<file path="src/rtl/core/rgbled_pkg.sv">
// ----------------------------------------------------------------------------
// rgbled_pkg - shared types and constants for the RGB LED chain encoder
// Item codes, status codes, waveform phases, register map and reset values.
// ----------------------------------------------------------------------------
package rgbled_pkg;

  typedef enum logic [1:0] {
    ACT_SCALED = 2'd0,
    ACT_RAW    = 2'd1,
    ACT_SHOW   = 2'd2,
    ACT_TICK   = 2'd3
  } act_t;

  typedef enum logic [1:0] {
    ST_OK    = 2'd0,
    ST_RANGE = 2'd1,
    ST_BUSY  = 2'd2
  } status_t;

  typedef enum logic [1:0] {
    PH_HIGH  = 2'd0,
    PH_LOW   = 2'd1,
    PH_LATCH = 2'd2
  } phase_t;

  // register map
  localparam logic [2:0] REG_BRIGHTNESS = 3'd0;
  localparam logic [2:0] REG_CHAIN_LEN  = 3'd1;
  localparam logic [2:0] REG_ZERO_HIGH  = 3'd2;
  localparam logic [2:0] REG_ZERO_LOW   = 3'd3;
  localparam logic [2:0] REG_ONE_HIGH   = 3'd4;
  localparam logic [2:0] REG_ONE_LOW    = 3'd5;
  localparam logic [2:0] REG_LATCH      = 3'd6;

  localparam int TW = 15;  // tick duration width
  localparam int RW = 15;  // config write data width

  localparam logic [7:0]    BRIGHTNESS_RST = 8'd255;
  localparam logic [8:0]    CHAIN_LEN_RST  = 9'd1;
  localparam logic [TW-1:0] ZERO_HIGH_RST  = 15'd16;
  localparam logic [TW-1:0] ZERO_LOW_RST   = 15'd34;
  localparam logic [TW-1:0] ONE_HIGH_RST   = 15'd32;
  localparam logic [TW-1:0] ONE_LOW_RST    = 15'd18;
  localparam logic [TW-1:0] LATCH_RST      = 15'd2000;

  localparam logic [4:0] LAST_BIT = 5'd23;

  // one result item
  typedef struct packed {
    logic    line_level;
    logic    busy_res;
    logic    frame_done;
    status_t status;
  } result_t;

  // write request into the pixel store, pixel kept as {red, green, blue}
  typedef struct packed {
    logic        we;
    logic [11:0] addr;
    logic [23:0] data;
  } wr_req_t;

  // a zero duration counts as one tick
  function automatic logic [TW-1:0] min1(input logic [TW-1:0] v);
    return (v == '0) ? TW'(1) : v;
  endfunction

endpackage

</file>
<file path="src/rtl/core/rgbled_scale.sv">
// ----------------------------------------------------------------------------
// rgbled_scale - brightness scaling of one pixel
// Each channel becomes (value * brightness) / 255, floor.
// ----------------------------------------------------------------------------
module rgbled_scale
  import rgbled_pkg::*;
(
  input  logic [7:0]  brightness,
  input  logic [7:0]  red,
  input  logic [7:0]  green,
  input  logic [7:0]  blue,
  output logic [23:0] scaled
);

  // floor(x / 255) for x < 65280: (x + 1 + (x >> 8)) >> 8
  function automatic logic [7:0] div255(input logic [15:0] x);
    logic [16:0] s;
    s = {1'b0, x} + 17'd1 + {9'd0, x[15:8]};
    return s[15:8];
  endfunction

  logic [15:0] prod_r, prod_g, prod_b;

  assign prod_r = red   * brightness;
  assign prod_g = green * brightness;
  assign prod_b = blue  * brightness;

  assign scaled = {div255(prod_r), div255(prod_g), div255(prod_b)};

endmodule

</file>
<file path="config.mk">
export PLATFORM = sky130hd
export DESIGN_NAME = rgbled_scale
export DESIGN_NICKNAME = d
export VERILOG_FILES = /design/src/rtl/core/rgbled_pkg.sv /design/src/rtl/core/rgbled_scale.sv
export SDC_FILE = /design/constraint.sdc
export NUM_CORES = 1
export LEC_CHECK = 0
export BUFFER_PORTS_ARGS = -buffer_cell sky130_fd_sc_hd__buf_4
export CORE_AREA = 4 4 165 167
export DETAILED_ROUTE_END_ITERATION = 12
export DIE_AREA = 0 0 169 171
export PLACE_DENSITY_LB_ADDON = 0.15
export SLEW_MARGIN = 20
export SYNTH_ARGS = -nofsm -noshare
export SYNTH_HDL_FRONTEND = slang
export SYNTH_SLANG_ARGS = --single-unit
</file>
<file path="constraint.sdc">
create_clock -name vclk -period 8.05
set_input_delay 0.805 -clock vclk [all_inputs]
set_output_delay 0.805 -clock vclk [all_outputs]
set_load 0.05 [all_outputs]
</file>
==> results of run 1 <==
[repair_timing]
item	CTS	global route
gates resized for setup	0	3
setup endpoints to repair	0	9
endpoints found under the hold margin	0	0
[worst max-delay path by stage]
stage,from,endpoint,slack [ns],cells after the start
3_5_place_dp,brightness[2],scaled[1],0.25,24
2_1_floorplan,brightness[7],scaled[23],0.20,22
3_3_place_gp,brightness[2],scaled[1],0.28,24
6_report,brightness[6],scaled[19],0.43,23
4_1_cts,brightness[2],scaled[1],0.24,24
5_1_grt,brightness[2],scaled[14],-0.02,24
[layer usage]
layer | vias to the layer above | GRT usage [%]
li1 | 2979 | -
met1 | 2944 | 18.8
met2 | 58 | 21.7
met3 | 4 | 0.462
met4 | 0 | 0.350
met5 | - | 0
[layout make-up]
| type | instances | area [sq um] |
|---|---|---|
| Fill cell | 2774 | 17300 |
| Multi-Input combinational cell | 714 | 6970 |
| Inverter | 158 | 593 |
| Timing Repair Buffer | 61 | 458 |
| Tap cell | 335 | 419 |
[per-stage QoR]
step                      cells  utilization, %  TNS (ns)
after floorplan             893               -         0
after global placement     1268            32.7         0
after detailed placement   1268            32.7         0
after CTS                  1268            32.7         0
after global routing       1268            32.8   -0.0204
final                      1268            32.8         0
[worst min-delay path, delay by kind of cell]
| family | cells | cell delay (ns) |
|---|---|---|
| XOR/XNOR | 3 | 0.43 |
| buffers and inverters | 2 | 0.30 |
| adder cells (fa/ha/maj) | 1 | 0.19 |
| AND/OR/NAND/NOR | 1 | 0.15 |
[cell usage in the layout (no fill, tap or decap), types with 4 or more instances in the layout]
master,count
a21o_1,10
a21oi_1,29
a31o_2,4
and2_1,171
and3_1,7
and4_1,4
buf_4,61
fa_1,108
ha_1,126
inv_1,157
nand2_1,40
nand2b_1,10
nand3_1,11
nor2_1,21
nor3_1,8
o211ai_1,7
o21a_1,4
o21ai_0,11
o21bai_1,6
or3_1,4
xnor2_1,38
xor2_1,20
[kinds of logic after synthesis]
| family | after synthesis | synth area share [%] |
|---|---|---|
| and+or+nand+nor | 298 | 22.7 |
| buffers and inverters | 179 | 8.84 |
| adders and majority gates | 234 | 49.0 |
| AOI/OAI and AO/OA | 120 | 11.9 |
| muxes | 1 | 0.131 |
| xor gates and xnor gates | 61 | 7.37 |
==> impl_metrics.ini, run 1 <==
[global_route]
antenna_found_initial = 0
overflow = 0
grt_max_degree = 25
grt.total_usage_pct = 12.7
grt_first_pass_wirelength_microns = 31300
grt_pass1_vias = 6232

[placed_design]
dp_hpwl_microns = 15100
gp_congestion = 0.813
place_area_sq_um = 8420
port_buffers = 56
place_ws_ns = 0.247

[yosys]
synth_most_common_cell = and2_1
ys_types = 68
syn_area_sq_um = 7630
synth_area_leader_cell = fa_1
synthCells = 893
synth_top_area_share_pct = 28.3
yosys-top-cells-area = fa_1 (28%), ha_1 (21%), and2_1 (14%), inv_1 (7.7%), xnor2_1 (4.4%)
syn-num-nets = 1159
avgSynthCellArea_sq_um = 8.54
yosysWarnings = 0
yosysSeqAreaShare_pct = 0
ys_top_cells_by_count = and2_1 (171), inv_1 (157), ha_1 (126)

[die]
die_y_microns = 171
dieArea_sq_um = 28900
ios = 56
core-area_sq_um = 25800
initial_utilization_pct = 29.6
rows = 59
die_x_microns = 169

[sta]
relSlewSlack_pct = 56.2
fin_hold_ws_ns = 2.69
worst_slew_pin_slew_ns = 0.646
rsz0062_at_grt = true
setup_ws_ns = 0.435
post-route-period-util_pct = 94.6
fmax_ghz = 0.131
hold_viol = 0
finalCriticalPeriod_ns = 7.62
drv_slew = 0
finalSetupViolCount = 0

[setup_path]
path_class = primary input to output port
worst_path_most_repeated_cell = fa_1
crit_family = adder cells
cp_cell_sequence = buf_4 > nand2_1 > fa_1 > fa_1 > inv_1 > fa_1 > inv_1 > fa_1 > inv_1 > ha_1 > and2_1 > a221o_1 > nor2_2 > o21a_1 > o311ai_1 > ha_1 > o2111ai_1 > and2_1 > a221o_1 > a2111oi_4 > o21ai_1 > xnor2_1 > buf_4
start_kind = primary input
cpPeakStageDelay_ns = 0.54
crit_arrival_ns = 6.81
worstPathMaxFanout = 24
critPathSlowestCell = fa_1
required_ns = 7.24
crit_buf_inv = 5
cp-end-kind = output port

[route]
route.met3.wl_microns = 355
drtAntennaViolNets = 0
drt-met1-wl_microns = 9030
routed_wl_microns = 17800
dr_wl_met2_microns = 8430
drt-pass1-iter-count = 6
drtIter0Drc = 268
drc = 0
vias = 5985
viasPerCell = 4.72
routed.top_layer = met4
wire_per_inst_microns = 14.1

[min_path]
whs_endpoint = scaled[23]
hold_start = red[7]
hold_class = primary input to output port
hold_depth = 7

[job]
cap_violations = 0

[final_layout]
finalInstanceArea_sq_um = 8440
syn_to_final_growth_pct = 10.6
seq_area_sq_um = 0
nClkBuffers = 0
nNetsFinal = 1201
diodes = 0
drive_gt1_share_pct = 9.65
nFlopsAndLatches = 0

[clock_network]
cts_setup_buffers = 0
cts-hold-fix-buffers = 0

[outcome]
status = completed
Power of run 1 is not shown: default switching activity piles up to over one toggle a cycle in this logic, so the estimate is an artifact.
==> inputs of run 2 (changes only) <==
--- a/config.mk
+++ b/config.mk
@@ -10,6 +10,7 @@
 export DETAILED_ROUTE_END_ITERATION = 12
 export DIE_AREA = 0 0 169 171
 export PLACE_DENSITY_LB_ADDON = 0.15
+export REMOVE_ABC_BUFFERS = 1
 export SLEW_MARGIN = 20
 export SYNTH_ARGS = -nofsm -noshare
 export SYNTH_HDL_FRONTEND = slang
==> run 2 against run 1 <==
Net effect:
- highest routed layer unchanged
- critical endpoint is now scaled[23]
- critical path depth stayed put
- final area is essentially flat
- core utilization hardly changed
==> impl_metrics.ini, run 2 (same netlist as run 1, synthesis figures left out) <==
[sta]
hold_viol = 0
post-route-period-util_pct = 94.2
relSlewSlack_pct = 58.2
finalCriticalPeriod_ns = 7.58
finalSetupViolCount = 0
rsz0062_at_grt = false
drv_slew = 0
fmax_ghz = 0.132
worst_slew_pin_slew_ns = 0.617
fin_setup_tns_ns = 0

[clock_network]
cts-hold-fix-buffers = 0
cts_setup_buffers = 0
cts_resized = 0

[placed_design]
port_buffers = 56
dp_hpwl_microns = 15300
gp_congestion = 0.787

[route]
routed_wl_microns = 18100
viasPerCell = 4.73
drt-pass1-iter-count = 4
vias = 6005
drtIter0Drc = 137
drtAntennaViolNets = 0
wire_per_inst_microns = 14.3
drc = 0

[final_layout]
diodes = 0
drive_gt1_share_pct = 9.63
mostFrequentLayoutCells = and2_1 (171), inv_1 (157), ha_1 (126), fa_1 (108), buf_4 (63)
nNetsFinal = 1203
nFlopsAndLatches = 0
nClkBuffers = 0
layout_commonest_cell = and2_1
seq_area_sq_um = 0
syn_to_final_growth_pct = 10.7

[setup_path]
worstPathMaxFanout = 24
crit_end = scaled[23]
startpoint = brightness[7]
path_class = primary input to output port
start_kind = primary input
cp-end-kind = output port
crit_arrival_ns = 6.78
required_ns = 7.24

[die]
die_x_microns = 169
initial_utilization_pct = 29.6
core-area_sq_um = 25800
ios = 56
rows = 59
dieArea_sq_um = 28900
die_y_microns = 171

[global_route]
grt_first_pass_wirelength_microns = 32800
grt_max_degree = 25
grt.total_usage_pct = 13.2
overflow = 0
antenna_found_initial = 0
grt_pass1_vias = 6541

[min_path]
hold_start = red[7]
hold_class = primary input to output port

[outcome]
status = completed

[job]
cap_violations = 0
[run 2: worst min path at each step]
stage               cells after the start  slack, ns    endpoint
floorplan                               5       2.42  scaled[15]
global placement                        7       2.66  scaled[23]
detailed placement                      7       2.67  scaled[23]
CTS                                     7       2.67  scaled[23]
global route                            7       2.74  scaled[23]
finish                                  7       2.65  scaled[23]
[run 2: layer usage]
| layer | vias to the layer above | global-route usage, % | part of all wire (%) |
|---|---|---|---|
| met1 | 2960 | 18.3 | 48 |
| met3 | 9 | 0.855 | 2.4 |
| met4 | 0 | 0.945 | 0.87 |
| met5 | - | 0 | 0 |
| met2 | 51 | 23.7 | 49 |
| li1 | 2985 | - | - |
[run 2: per-stage QoR]
step | cells | hold slack (ns) | utilization (%) | area [sq um] | setup WS [ns]
after floorplan | 872 | 2.42 | - | 7550 | 0.473
after global placement | 1270 | 2.66 | 32.8 | 8440 | 0.371
after detailed placement | 1270 | 2.67 | 32.8 | 8440 | 0.349
after CTS | 1270 | 2.67 | 32.8 | 8440 | 0.288
after global routing | 1270 | 2.74 | 32.8 | 8440 | 0.0528
final | 1270 | 2.65 | 32.8 | 8440 | 0.468
[run 2: worst max-delay path, cell delays in order]
cell	delay, ns
buf_4	0.24
nand2_1	0.12
fa_1	0.52
fa_1	0.54
inv_1	0.05
fa_1	0.52
inv_1	0.05
fa_1	0.52
inv_1	0.04
ha_1	0.33
and2_1	0.18
a221o_1	0.35
nor2_1	0.20
o21a_1	0.19
o311ai_1	0.18
ha_1	0.36
o2111ai_1	0.11
and2_1	0.18
a221o_1	0.30
a2111oi_4	0.44
o211ai_2	0.14
xnor2_1	0.16
buf_4	0.22
[run 2: area by class of cell]
cell class | instances | area (sq um)
multi-input combinational | 714 | 6960
timing repair buffer | 63 | 473
fill | 2762 | 17300
inverter | 158 | 593
tap | 335 | 419
Power of run 2 is left out for the same reason.
